[config.mk]
export PLATFORM = sky130hd
export DESIGN_NAME = three_point_spike_rejector_flat
export DESIGN_NICKNAME = d
export VERILOG_FILES = /design/src/hdl/tpsr_pkg.sv /design/src/hdl/tpsr_det_if.sv /design/src/hdl/tpsr_res_if.sv /design/src/hdl/tpsr_cfg_if.sv /design/src/hdl/three_point_spike_rejector.sv /design/src/flat_wrapper.sv
export SDC_FILE = /design/constraint.sdc
export NUM_CORES = 2
export LEC_CHECK = 0
export BUFFER_PORTS_ARGS = -buffer_cell sky130_fd_sc_hd__buf_2
export CAP_MARGIN = 40
export CORE_MARGIN = 4
export CORE_UTILIZATION = 69
export DETAILED_ROUTE_END_ITERATION = 7
export GPL_TIMING_DRIVEN = 0
export HOLD_SLACK_MARGIN = 0.15
export PLACE_DENSITY = 0.88
export SYNTH_ARGS = -nofsm -noshare
export SYNTH_HDL_FRONTEND = slang
export SYNTH_SLANG_ARGS = --single-unit
[constraint.sdc]
create_clock -name clk -period 18.5 [get_ports clk]
set_input_delay 3.7 -clock clk [delete_from_list [all_inputs] [get_ports clk]]
set_output_delay 3.7 -clock clk [all_outputs]
set_load 0.02 [all_outputs]
[src/hdl/tpsr_pkg.sv]
package tpsr_pkg;

  // Fixed field widths of a detection.
  localparam int VIDEO_W = 8;
  localparam int FRAME_W = 24;

  // Configuration register widths.
  localparam int TOL_W = 7;
  localparam int GAP_W = 10;

  // Configuration write channel widths.
  localparam int CFG_INDEX_W = 2;
  localparam int CFG_DATA_W  = 10;

  // Register indexes on the configuration channel.
  typedef enum logic [CFG_INDEX_W-1:0] {
    CFG_TOLERANCE = 2'd0,
    CFG_MAX_GAP   = 2'd1
  } cfg_index_t;

  // Register reset values.
  localparam logic [TOL_W-1:0] TOL_RESET = 7'd20;
  localparam logic [GAP_W-1:0] GAP_RESET = 10'd30;

  // Scale of the percent band.
  localparam int PERCENT_SCALE = 100;

endpackage

[src/hdl/tpsr_det_if.sv]
interface tpsr_det_if #(
  parameter int COORD_WIDTH = 13
);
  logic                         valid;
  logic                         ready;
  logic [tpsr_pkg::VIDEO_W-1:0] video_index;
  logic [tpsr_pkg::FRAME_W-1:0] frame_number;
  logic [COORD_WIDTH-1:0]       x_position;
  logic [COORD_WIDTH-1:0]       y_position;
  logic                         end_of_list;

  modport source (
    output valid, video_index, frame_number, x_position, y_position, end_of_list,
    input  ready
  );
  modport sink (
    input  valid, video_index, frame_number, x_position, y_position, end_of_list,
    output ready
  );
endinterface

[src/hdl/tpsr_res_if.sv]
interface tpsr_res_if #(
  parameter int COORD_WIDTH = 13
);
  logic                         valid;
  logic                         ready;
  logic [tpsr_pkg::VIDEO_W-1:0] out_video_index;
  logic [tpsr_pkg::FRAME_W-1:0] out_frame_number;
  logic [COORD_WIDTH-1:0]       out_x;
  logic [COORD_WIDTH-1:0]       out_y;
  logic                         drop;
  logic                         last_out;

  modport source (
    output valid, out_video_index, out_frame_number, out_x, out_y, drop, last_out,
    input  ready
  );
  modport sink (
    input  valid, out_video_index, out_frame_number, out_x, out_y, drop, last_out,
    output ready
  );
endinterface

[src/hdl/tpsr_cfg_if.sv]
interface tpsr_cfg_if;
  logic                             valid;
  logic                             ready;
  logic [tpsr_pkg::CFG_INDEX_W-1:0] index;
  logic [tpsr_pkg::CFG_DATA_W-1:0]  data;

  modport source (output valid, index, data, input ready);
  modport sink   (input valid, index, data, output ready);
endinterface

[src/hdl/three_point_spike_rejector.sv]
// Channel   | Direction | Beat contents
// ----------+-----------+------------------------------------------------------
// in_ch     | sink      | video_index, frame_number, x/y_position, end_of_list
// out_ch    | source    | out_video_index, out_frame_number, out_x, out_y,
//           |           | drop, last_out
// cfg_ch    | sink      | index, data (register write, always ready)
//
// One input beat is taken per cycle while in_ch.ready is high; its verdict is
// formed in the same cycle from the two held window items and written into a
// four-entry result queue. A beat yields zero, one or two results; the queue's
// single read port sets the output rate at one result per cycle unless stalled.
// in_ch.ready is high while the queue holds two results or fewer.
// Reset (rst_n low, synchronous) empties the window and the queue and loads
// the register defaults; out_ch.valid is low the cycle after reset.
module three_point_spike_rejector #(
  parameter int COORD_WIDTH = 13
) (
  input  logic       clk,
  input  logic       rst_n,
  tpsr_det_if.sink   in_ch,
  tpsr_res_if.source out_ch,
  tpsr_cfg_if.sink   cfg_ch
);

  localparam int ARITH_W     = COORD_WIDTH + 8;
  localparam int QUEUE_DEPTH = 4;
  localparam int QCNT_W      = $clog2(QUEUE_DEPTH + 1);

  typedef struct packed {
    logic [tpsr_pkg::VIDEO_W-1:0] vid;
    logic [tpsr_pkg::FRAME_W-1:0] frame;
    logic [COORD_WIDTH-1:0]       x;
    logic [COORD_WIDTH-1:0]       y;
  } det_t;

  typedef struct packed {
    det_t det;
    logic drop;
    logic last;
  } res_t;

  // Registers.
  logic [tpsr_pkg::TOL_W-1:0] tol_r;
  logic [tpsr_pkg::GAP_W-1:0] gap_r;
  det_t                       older_r, older_nxt;
  det_t                       newer_r, newer_nxt;
  logic [1:0]                 held_r, held_nxt;
  logic                       skip_r, skip_nxt;
  res_t                       queue_r [QUEUE_DEPTH];
  res_t                       queue_nxt [QUEUE_DEPTH];
  logic [QCNT_W-1:0]          count_r, count_nxt;

  // Step signals.
  det_t              cur;
  logic              accept;
  logic              pop;
  logic              judged;
  logic              gap_ok;
  logic [tpsr_pkg::FRAME_W:0] delta;
  res_t              res0;
  res_t              res1;
  logic [1:0]        push_n;
  logic [QCNT_W-1:0] base;

  // One axis: neighbours close together, middle value outside the band.
  function automatic logic axis_spike(
    input logic [COORD_WIDTH-1:0]     a,
    input logic [COORD_WIDTH-1:0]     b,
    input logic [COORD_WIDTH-1:0]     c,
    input logic [tpsr_pkg::TOL_W-1:0] tol
  );
    logic [COORD_WIDTH-1:0] diff_ac;
    logic [ARITH_W-1:0]     sum;
    logic [ARITH_W-1:0]     band;
    logic [ARITH_W-1:0]     twice_b;
    logic [ARITH_W-1:0]     dev;
    logic                   stable;
    logic                   outlier;
    diff_ac = (a > c) ? a - c : c - a;
    sum     = ARITH_W'(a) + ARITH_W'(c);
    band    = ARITH_W'(tol) * sum;
    twice_b = ARITH_W'(b) << 1;
    dev     = (twice_b > sum) ? twice_b - sum : sum - twice_b;
    stable  = (ARITH_W'(diff_ac) * ARITH_W'(tpsr_pkg::PERCENT_SCALE)) < band;
    outlier = (dev * ARITH_W'(tpsr_pkg::PERCENT_SCALE)) > band;
    return stable && outlier;
  endfunction

  assign cfg_ch.ready = 1'b1;
  assign in_ch.ready  = (count_r <= QCNT_W'(QUEUE_DEPTH - 2));
  assign accept       = in_ch.valid && in_ch.ready;

  assign out_ch.valid            = (count_r != '0);
  assign pop                     = out_ch.valid && out_ch.ready;
  assign out_ch.out_video_index  = queue_r[0].det.vid;
  assign out_ch.out_frame_number = queue_r[0].det.frame;
  assign out_ch.out_x            = queue_r[0].det.x;
  assign out_ch.out_y            = queue_r[0].det.y;
  assign out_ch.drop             = queue_r[0].drop;
  assign out_ch.last_out         = queue_r[0].last;

  assign cur.vid   = in_ch.video_index;
  assign cur.frame = in_ch.frame_number;
  assign cur.x     = in_ch.x_position;
  assign cur.y     = in_ch.y_position;

  // Neighbour test: same video, later minus earlier frame below max_gap.
  // A negative difference always passes.
  assign delta  = {1'b0, cur.frame} - {1'b0, older_r.frame};
  assign gap_ok = delta[tpsr_pkg::FRAME_W] ||
                  (delta[tpsr_pkg::FRAME_W-1:0] < tpsr_pkg::FRAME_W'(gap_r));
  assign judged = (held_r == 2'd2) && !skip_r &&
                  (older_r.vid == cur.vid) && gap_ok &&
                  axis_spike(older_r.x, newer_r.x, cur.x, tol_r) &&
                  axis_spike(older_r.y, newer_r.y, cur.y, tol_r);

  // Window update and the results of one beat.
  always_comb begin
    older_nxt = older_r;
    newer_nxt = newer_r;
    held_nxt  = held_r;
    skip_nxt  = skip_r;
    res0      = '{det: cur, drop: 1'b0, last: 1'b1};
    res1      = '{det: cur, drop: 1'b0, last: 1'b1};
    push_n    = 2'd0;
    if (accept) begin
      if (held_r == 2'd0) begin
        if (!in_ch.end_of_list) begin
          newer_nxt = cur;
          held_nxt  = 2'd1;
          skip_nxt  = 1'b0;
        end else begin
          push_n = 2'd1;
        end
      end else begin
        res0      = '{det: newer_r, drop: judged, last: 1'b0};
        push_n    = in_ch.end_of_list ? 2'd2 : 2'd1;
        older_nxt = newer_r;
        newer_nxt = cur;
        held_nxt  = 2'd2;
        skip_nxt  = judged;
      end
      if (in_ch.end_of_list) begin
        held_nxt = 2'd0;
        skip_nxt = 1'b0;
      end
    end
  end

  // Result queue: head at entry zero, new results land after the survivors.
  always_comb begin
    base = count_r - QCNT_W'(pop);
    for (int i = 0; i < QUEUE_DEPTH; i++) begin
      queue_nxt[i] = queue_r[i];
    end
    if (pop) begin
      for (int i = 0; i < QUEUE_DEPTH - 1; i++) begin
        queue_nxt[i] = queue_r[i + 1];
      end
    end
    for (int i = 0; i < QUEUE_DEPTH; i++) begin
      if ((push_n != 2'd0) && (QCNT_W'(i) == base)) begin
        queue_nxt[i] = res0;
      end else if ((push_n == 2'd2) && (QCNT_W'(i) == base + QCNT_W'(1))) begin
        queue_nxt[i] = res1;
      end
    end
    count_nxt = base + QCNT_W'(push_n);
  end

  // Control state and configuration registers.
  always_ff @(posedge clk) begin
    if (!rst_n) begin
      tol_r   <= tpsr_pkg::TOL_RESET;
      gap_r   <= tpsr_pkg::GAP_RESET;
      held_r  <= 2'd0;
      skip_r  <= 1'b0;
      count_r <= '0;
    end else begin
      held_r  <= held_nxt;
      skip_r  <= skip_nxt;
      count_r <= count_nxt;
      if (cfg_ch.valid && cfg_ch.ready) begin
        case (cfg_ch.index)
          tpsr_pkg::CFG_TOLERANCE: tol_r <= cfg_ch.data[tpsr_pkg::TOL_W-1:0];
          tpsr_pkg::CFG_MAX_GAP:   gap_r <= cfg_ch.data[tpsr_pkg::GAP_W-1:0];
          default: ;
        endcase
      end
    end
  end

  // Payload registers carry no reset.
  always_ff @(posedge clk) begin
    older_r <= older_nxt;
    newer_r <= newer_nxt;
    for (int i = 0; i < QUEUE_DEPTH; i++) begin
      queue_r[i] <= queue_nxt[i];
    end
  end

endmodule

[src/flat_wrapper.sv]
// flat-port wrapper written by rule: the top's interface ports become plain ports
module three_point_spike_rejector_flat 
#(
  parameter int COORD_WIDTH = 13
)
  (clk, rst_n, in_ch_valid, in_ch_video_index, in_ch_frame_number, in_ch_x_position, in_ch_y_position, in_ch_end_of_list, in_ch_ready, out_ch_valid, out_ch_out_video_index, out_ch_out_frame_number, out_ch_out_x, out_ch_out_y, out_ch_drop, out_ch_last_out, out_ch_ready, cfg_ch_valid, cfg_ch_index, cfg_ch_data, cfg_ch_ready);
  tpsr_det_if #(.COORD_WIDTH(COORD_WIDTH)) in_ch_i ();
  tpsr_res_if #(.COORD_WIDTH(COORD_WIDTH)) out_ch_i ();
  tpsr_cfg_if cfg_ch_i ();
  input  logic clk;
  input  logic rst_n;
  input wire logic [$bits(in_ch_i.valid)-1:0] in_ch_valid;
  input wire logic [$bits(in_ch_i.video_index)-1:0] in_ch_video_index;
  input wire logic [$bits(in_ch_i.frame_number)-1:0] in_ch_frame_number;
  input wire logic [$bits(in_ch_i.x_position)-1:0] in_ch_x_position;
  input wire logic [$bits(in_ch_i.y_position)-1:0] in_ch_y_position;
  input wire logic [$bits(in_ch_i.end_of_list)-1:0] in_ch_end_of_list;
  output wire logic [$bits(in_ch_i.ready)-1:0] in_ch_ready;
  output wire logic [$bits(out_ch_i.valid)-1:0] out_ch_valid;
  output wire logic [$bits(out_ch_i.out_video_index)-1:0] out_ch_out_video_index;
  output wire logic [$bits(out_ch_i.out_frame_number)-1:0] out_ch_out_frame_number;
  output wire logic [$bits(out_ch_i.out_x)-1:0] out_ch_out_x;
  output wire logic [$bits(out_ch_i.out_y)-1:0] out_ch_out_y;
  output wire logic [$bits(out_ch_i.drop)-1:0] out_ch_drop;
  output wire logic [$bits(out_ch_i.last_out)-1:0] out_ch_last_out;
  input wire logic [$bits(out_ch_i.ready)-1:0] out_ch_ready;
  input wire logic [$bits(cfg_ch_i.valid)-1:0] cfg_ch_valid;
  input wire logic [$bits(cfg_ch_i.index)-1:0] cfg_ch_index;
  input wire logic [$bits(cfg_ch_i.data)-1:0] cfg_ch_data;
  output wire logic [$bits(cfg_ch_i.ready)-1:0] cfg_ch_ready;
  assign in_ch_i.valid = in_ch_valid;
  assign in_ch_i.video_index = in_ch_video_index;
  assign in_ch_i.frame_number = in_ch_frame_number;
  assign in_ch_i.x_position = in_ch_x_position;
  assign in_ch_i.y_position = in_ch_y_position;
  assign in_ch_i.end_of_list = in_ch_end_of_list;
  assign in_ch_ready = in_ch_i.ready;
  assign out_ch_valid = out_ch_i.valid;
  assign out_ch_out_video_index = out_ch_i.out_video_index;
  assign out_ch_out_frame_number = out_ch_i.out_frame_number;
  assign out_ch_out_x = out_ch_i.out_x;
  assign out_ch_out_y = out_ch_i.out_y;
  assign out_ch_drop = out_ch_i.drop;
  assign out_ch_last_out = out_ch_i.last_out;
  assign out_ch_i.ready = out_ch_ready;
  assign cfg_ch_i.valid = cfg_ch_valid;
  assign cfg_ch_i.index = cfg_ch_index;
  assign cfg_ch_i.data = cfg_ch_data;
  assign cfg_ch_ready = cfg_ch_i.ready;
  three_point_spike_rejector #(.COORD_WIDTH(COORD_WIDTH)) u_core (.clk(clk), .rst_n(rst_n), .in_ch(in_ch_i), .out_ch(out_ch_i), .cfg_ch(cfg_ch_i));
endmodule
-- Yosys cells after proc, flatten, opt, wreduce, memory -nomap -nowiden
Memory sizes are Yosys's and may differ from the RTL's.
Index checks and enable logic that the tools add are counted.
- $add $sub $neg: 14
- multiply operators: 6
- magnitude comparators: 10
- equal/unequal tests: 11
- multiplexer cells: 25
- bitwise operators: 1
- reductions and logical operators: 29
- operators with widths (kind ; number):
    2-to-1 mux 60 bit ; 10
    2-to-1 mux 180 bit ; 1
    2-to-1 mux 58 bit ; 2
    subtractor 13 bit ; 4
    > comparator 14 x 21 -> 1 bit ; 2
    > comparator 21 bit ; 2
    < comparator 20 x 21 -> 1 bit ; 2
    multiplier 21 x 5 -> 19 bit, second input constant ; 2
    multiplier 7 x 21 -> 21 bit ; 2
    2-to-1 mux 21 bit ; 2
    subtractor 14 x 21 -> 21 bit ; 2
    subtractor 21 x 14 -> 21 bit ; 2
    multiplier 13 x 5 -> 18 bit, second input constant ; 2
    adder 13 x 13 -> 14 bit ; 2
    > comparator 13 bit ; 2
    2-to-1 mux 13 bit ; 2
    subtractor 24 x 24 -> 25 bit ; 1
    < comparator 24 x 10 -> 1 bit ; 1
    logical AND 1 bit ; 17
    == test 2 x 3 -> 1 bit, first input constant ; 4
    2-to-1 mux 2 bit ; 5
    == test 8 bit ; 1
    AND reduction 2 bit ; 4
    == test 1 x 3 -> 1 bit, first input constant ; 2
    other kinds (15) ; 20
- register bits after elaboration: 139
- bits in writable memories: 240
- input bits: 76
- output and inout bits: 63
- logic and storage cells: 110
- memories kept: 1
- memory list (memory ; depth ; bits a word ; rd ports ; clocked after memory_dff ; wr ports ; line ; text):
    u_core.queue_r ; 4 ; 60 ; 4 ; 0 ; 4 ; three_point_spike_rejector.sv:49 ; res_t queue_r [QUEUE_DEPTH];

-- Depth between registers and ports, before layout
- depth after elaboration: 11
- gate-level depth with buffers: 50
- depth with buffers taken out: 47

-- Worst setup path before layout
No wires, ideal clock.
- kind: input to register
- from: in in_ch_y_position[2]
- to: mem u_core.queue_r[0][1] (netlist name), data pin
- arrival time: 13429 ps
- data required time: 18331 ps
- slack: 4902 ps
- stages: 48
- path buffers: 4
- path through: inv_1 ha_1 clkbuf_1 inv_1 o21a_1 o21bai_1 a21oi_1 o21bai_1 a21oi_1 o311a_1 o221a_2 a221o_1 ha_1 clkbuf_1 nand2_1 nor3_1 a31oi_2 nor2_1 (+12 left out) o21ai_0 a21oi_1 a41o_1 or4_1 a31o_2 a21oi_1 xnor3_1 ha_1 nand4_1 nor2_1 nand4_1 nor3_1 nor2_1 or3_1 nor3_1 a41oi_1 a2111o_1 o31ai_1
- RTL lines (item ; line ; text):
    start: declaration ; flat_wrapper.sv:16 ; input wire logic [$bits(in_ch_i.y_position)-1:0] in_ch_y_position;
    end: declaration ; three_point_spike_rejector.sv:49 ;

==> reports/metrics.cfg <==
[timing]
slew_headroom = 0.351
grt_setup_unrepaired = false
setup_viol = 0
skew_ns = 0.0179
tns_ns = 0
finalCriticalPeriod_ns = 15.97
fin_crit_sh = 0.863
hold_violations = 0
clock.fmax_ghz = 0.0626
drv_slew = 0
worst_pin_slew_ns = 0.970

[critical_path]
end_kind = flip-flop
cp.required_ns = 18.85
path_common_cell = ha_1
worst_setup_path_start_kind = input port
crit_path_max_incr_delay_ns = 0.50
cpMaxStageDelayCell = or3_1
path_max_fanout = 10
cp_top_family = compound AO/OA/AOI/OAI gates
critPathArrivalTime_ns = 16.32
crit_buf_inv = 7
crit_type = in -> reg

[yosys]
syn-num-nets = 4517
avgSynthCellArea_um2 = 9.39
synth_area_um2 = 35400
async_flop_share = 0
yosysSeqAreaShare = 0.315
yosys_warnings = 0
synth_edf_count = 356
syn_inst = 3774
synthFlopType = edfxtp_1
ys_seq_elements = 379
ys_types = 79

[global_routing]
overflow = 0
antenna_found_initial = 15
grt_start_max_net_pins = 50
first_global_vias = 29400
grt_usage = 0.342
grt_pass1_wl_um = 153000

[floorplan]
chipWidth_um = 235
initial_utilization = 0.702
num_io_pins = 139
row_count = 82
die_y_um = 235
core_um2 = 50500
die-area_um2 = 55000

[detailed_routing]
via_per_inst = 6.34
vias = 29700
drt_iter0_markers = 2981
routed_wl_um = 98700
drc = 0
drtPass1Iterations = 6
final_antenna_net_count = 0
wl_per_cell_um = 21.1

[placed_design]
gp_congestion = 1.01
numPortBuffers = 137
place.detailed.hpwl_um = 76600

[clocking]
cts-resized-gates = 0
clock-sinks = 379
clockBufferDepth = 3
cts_tree = built
clk_pin_slew_worst_paths_ns = 0.07
postCtsHoldBufs = 0
cts_setup_buffers = 0
insertion_delay_ns = 0.59
h-tree-depth = 1
cts_buffers = 31
root_buffer = clkbuf_16

[layout]
drive_gt1_frac = 0.0737
fill_cells = 3399
nets = 4720
area_growth_pct = 8.57

[run_status]
status = completed

[min_path]
hp-class = reg -> reg

[run]
maxCapViolCount = 0

-- worst reg2reg max path, delay by kind of cell (launching register included) --
| family | cells | cell delay, ns |
|---|---|---|
| fa+ha+maj | 7 | 2.25 |
| simple gates | 12 | 3.02 |
| flops | 1 | 0.42 |
| xor+xnor | 3 | 0.82 |
| compound gates | 19 | 4.47 |
| mux | 1 | 0.21 |
| buf+inv | 5 | 1.60 |
-- metrics by stage --
step | utilization | worst slack, ns | std cells | instance area [µm²] | hold WS (ns)
4_1_cts | 0.762 | 2.93 | 4673 | 38400 | 0.473
2_1_floorplan | - | 4.90 | 3774 | 35400 | 0.441
6_report | 0.762 | 2.53 | 4685 | 38500 | 0.472
3_3_place_gp | 0.732 | 2.62 | 4583 | 37000 | 0.453
5_1_grt | 0.762 | 2.10 | 4680 | 38500 | 0.500
3_5_place_dp | 0.742 | 2.51 | 4616 | 37400 | 0.461
-- routing by layer --
| metal | GRT usage | routed length, µm | vias to the layer above |
|---|---|---|---|
| li1 | - | - | 13500 |
| met1 | 0.435 | 37300 | 14000 |
| met2 | 0.563 | 45500 | 1792 |
| met3 | 0.0592 | 9860 | 374 |
| met4 | 0.181 | 6000 | 4 |
| met5 | 0 | 24 | - |
-- state kept, by name, summed over array words and instances (netlist names) --
name / flops
u_core.queue_r: 240
u_core.newer_r: 58
u_core.older_r: 58
u_core.gap_r: 10
u_core.tol_r: 7
u_core.count_r: 3
u_core.held_r: 2
u_core.skip_r: 1
-- worst paths after layout --
kind | startpoint | slack (ns) | depth (start not counted) | endpoint
worst min register to register | u_core.gap_r[0] | 0.47 | 2 | u_core.gap_r[0]
worst min-delay path | u_core.gap_r[0] | 0.47 | 2 | u_core.gap_r[0]
worst max register to register | u_core.older_r[2] | 5.47 | 47 | u_core.queue_r[0][1]
worst max-delay path | in_ch_y_position[2] | 2.53 | 49 | u_core.queue_r[0][1]
-- Yosys cell counts, drive strengths merged (13+ instances only) --
| cell type | count | area [µm²] |
|---|---|---|
| nor3 | 43 | 215 |
| a21o | 70 | 526 |
| xnor2 | 129 | 1130 |
| nor2b | 46 | 288 |
| and2 | 57 | 357 |
| buf | 13 | 67.6 |
| mux2i | 29 | 290 |
| nand2 | 283 | 1060 |
| nor2 | 403 | 1510 |
| nand4 | 32 | 200 |
| clkbuf | 125 | 469 |
| xor2 | 64 | 561 |
| ha | 497 | 6220 |
| and3 | 13 | 82.6 |
| dfxtp | 23 | 460 |
| a211oi | 19 | 143 |
| a21boi | 26 | 195 |
| a31oi | 60 | 388 |
| nand3 | 28 | 153 |
| o22ai | 178 | 1110 |
| nand2b | 27 | 169 |
| o21ai | 142 | 711 |
| mux2 | 47 | 529 |
| o21bai | 27 | 203 |
| o211ai | 15 | 118 |
| edfxtp | 356 | 10700 |
| a21oi | 165 | 826 |
| o21a | 25 | 188 |
| fa | 170 | 3400 |
| inv | 519 | 1950 |
-- cell usage in the layout, fill, tap and decap left out, types with 57 or more instances in the layout --
cell type	count
o21ai_0	138
ha_1	497
and2_1	57
a31oi_1	58
buf_2	140
o22ai_1	178
nand2_1	283
a21oi_1	165
xor2_1	64
fa_1	170
xnor2_1	129
clkbuf_1	129
edfxtp_1	356
nor2_1	402
inv_1	518
a21o_1	70
-- logic make-up after synthesis --
logic type	Yosys count	share of synthesized area
buf+inv	657	0.0701
compound gates	819	0.148
xor+xnor	194	0.0483
mux	76	0.0231
fa+ha+maj	667	0.272
flops	379	0.315
simple gates	981	0.124
other cells	1	0.000106
-- cell type report --
type                            instances  area, µm²  area share
Timing Repair Buffer                  170       1110      0.0289
Clock inverter                         21        209     0.00543
Tap cell                              672        841      0.0219
Buffer                                138        541      0.0140
Clock buffer                           36        795      0.0207
Multi-Input combinational cell       2738      21800       0.568
Antenna cell                           12       30.0    0.000781
Inverter                              519       1950      0.0506
Sequential cell                       379      11200       0.290
Power is left out: the tool's default activity adds up to more than one toggle a clock period on the data nets, which glitch-free logic cannot reach.
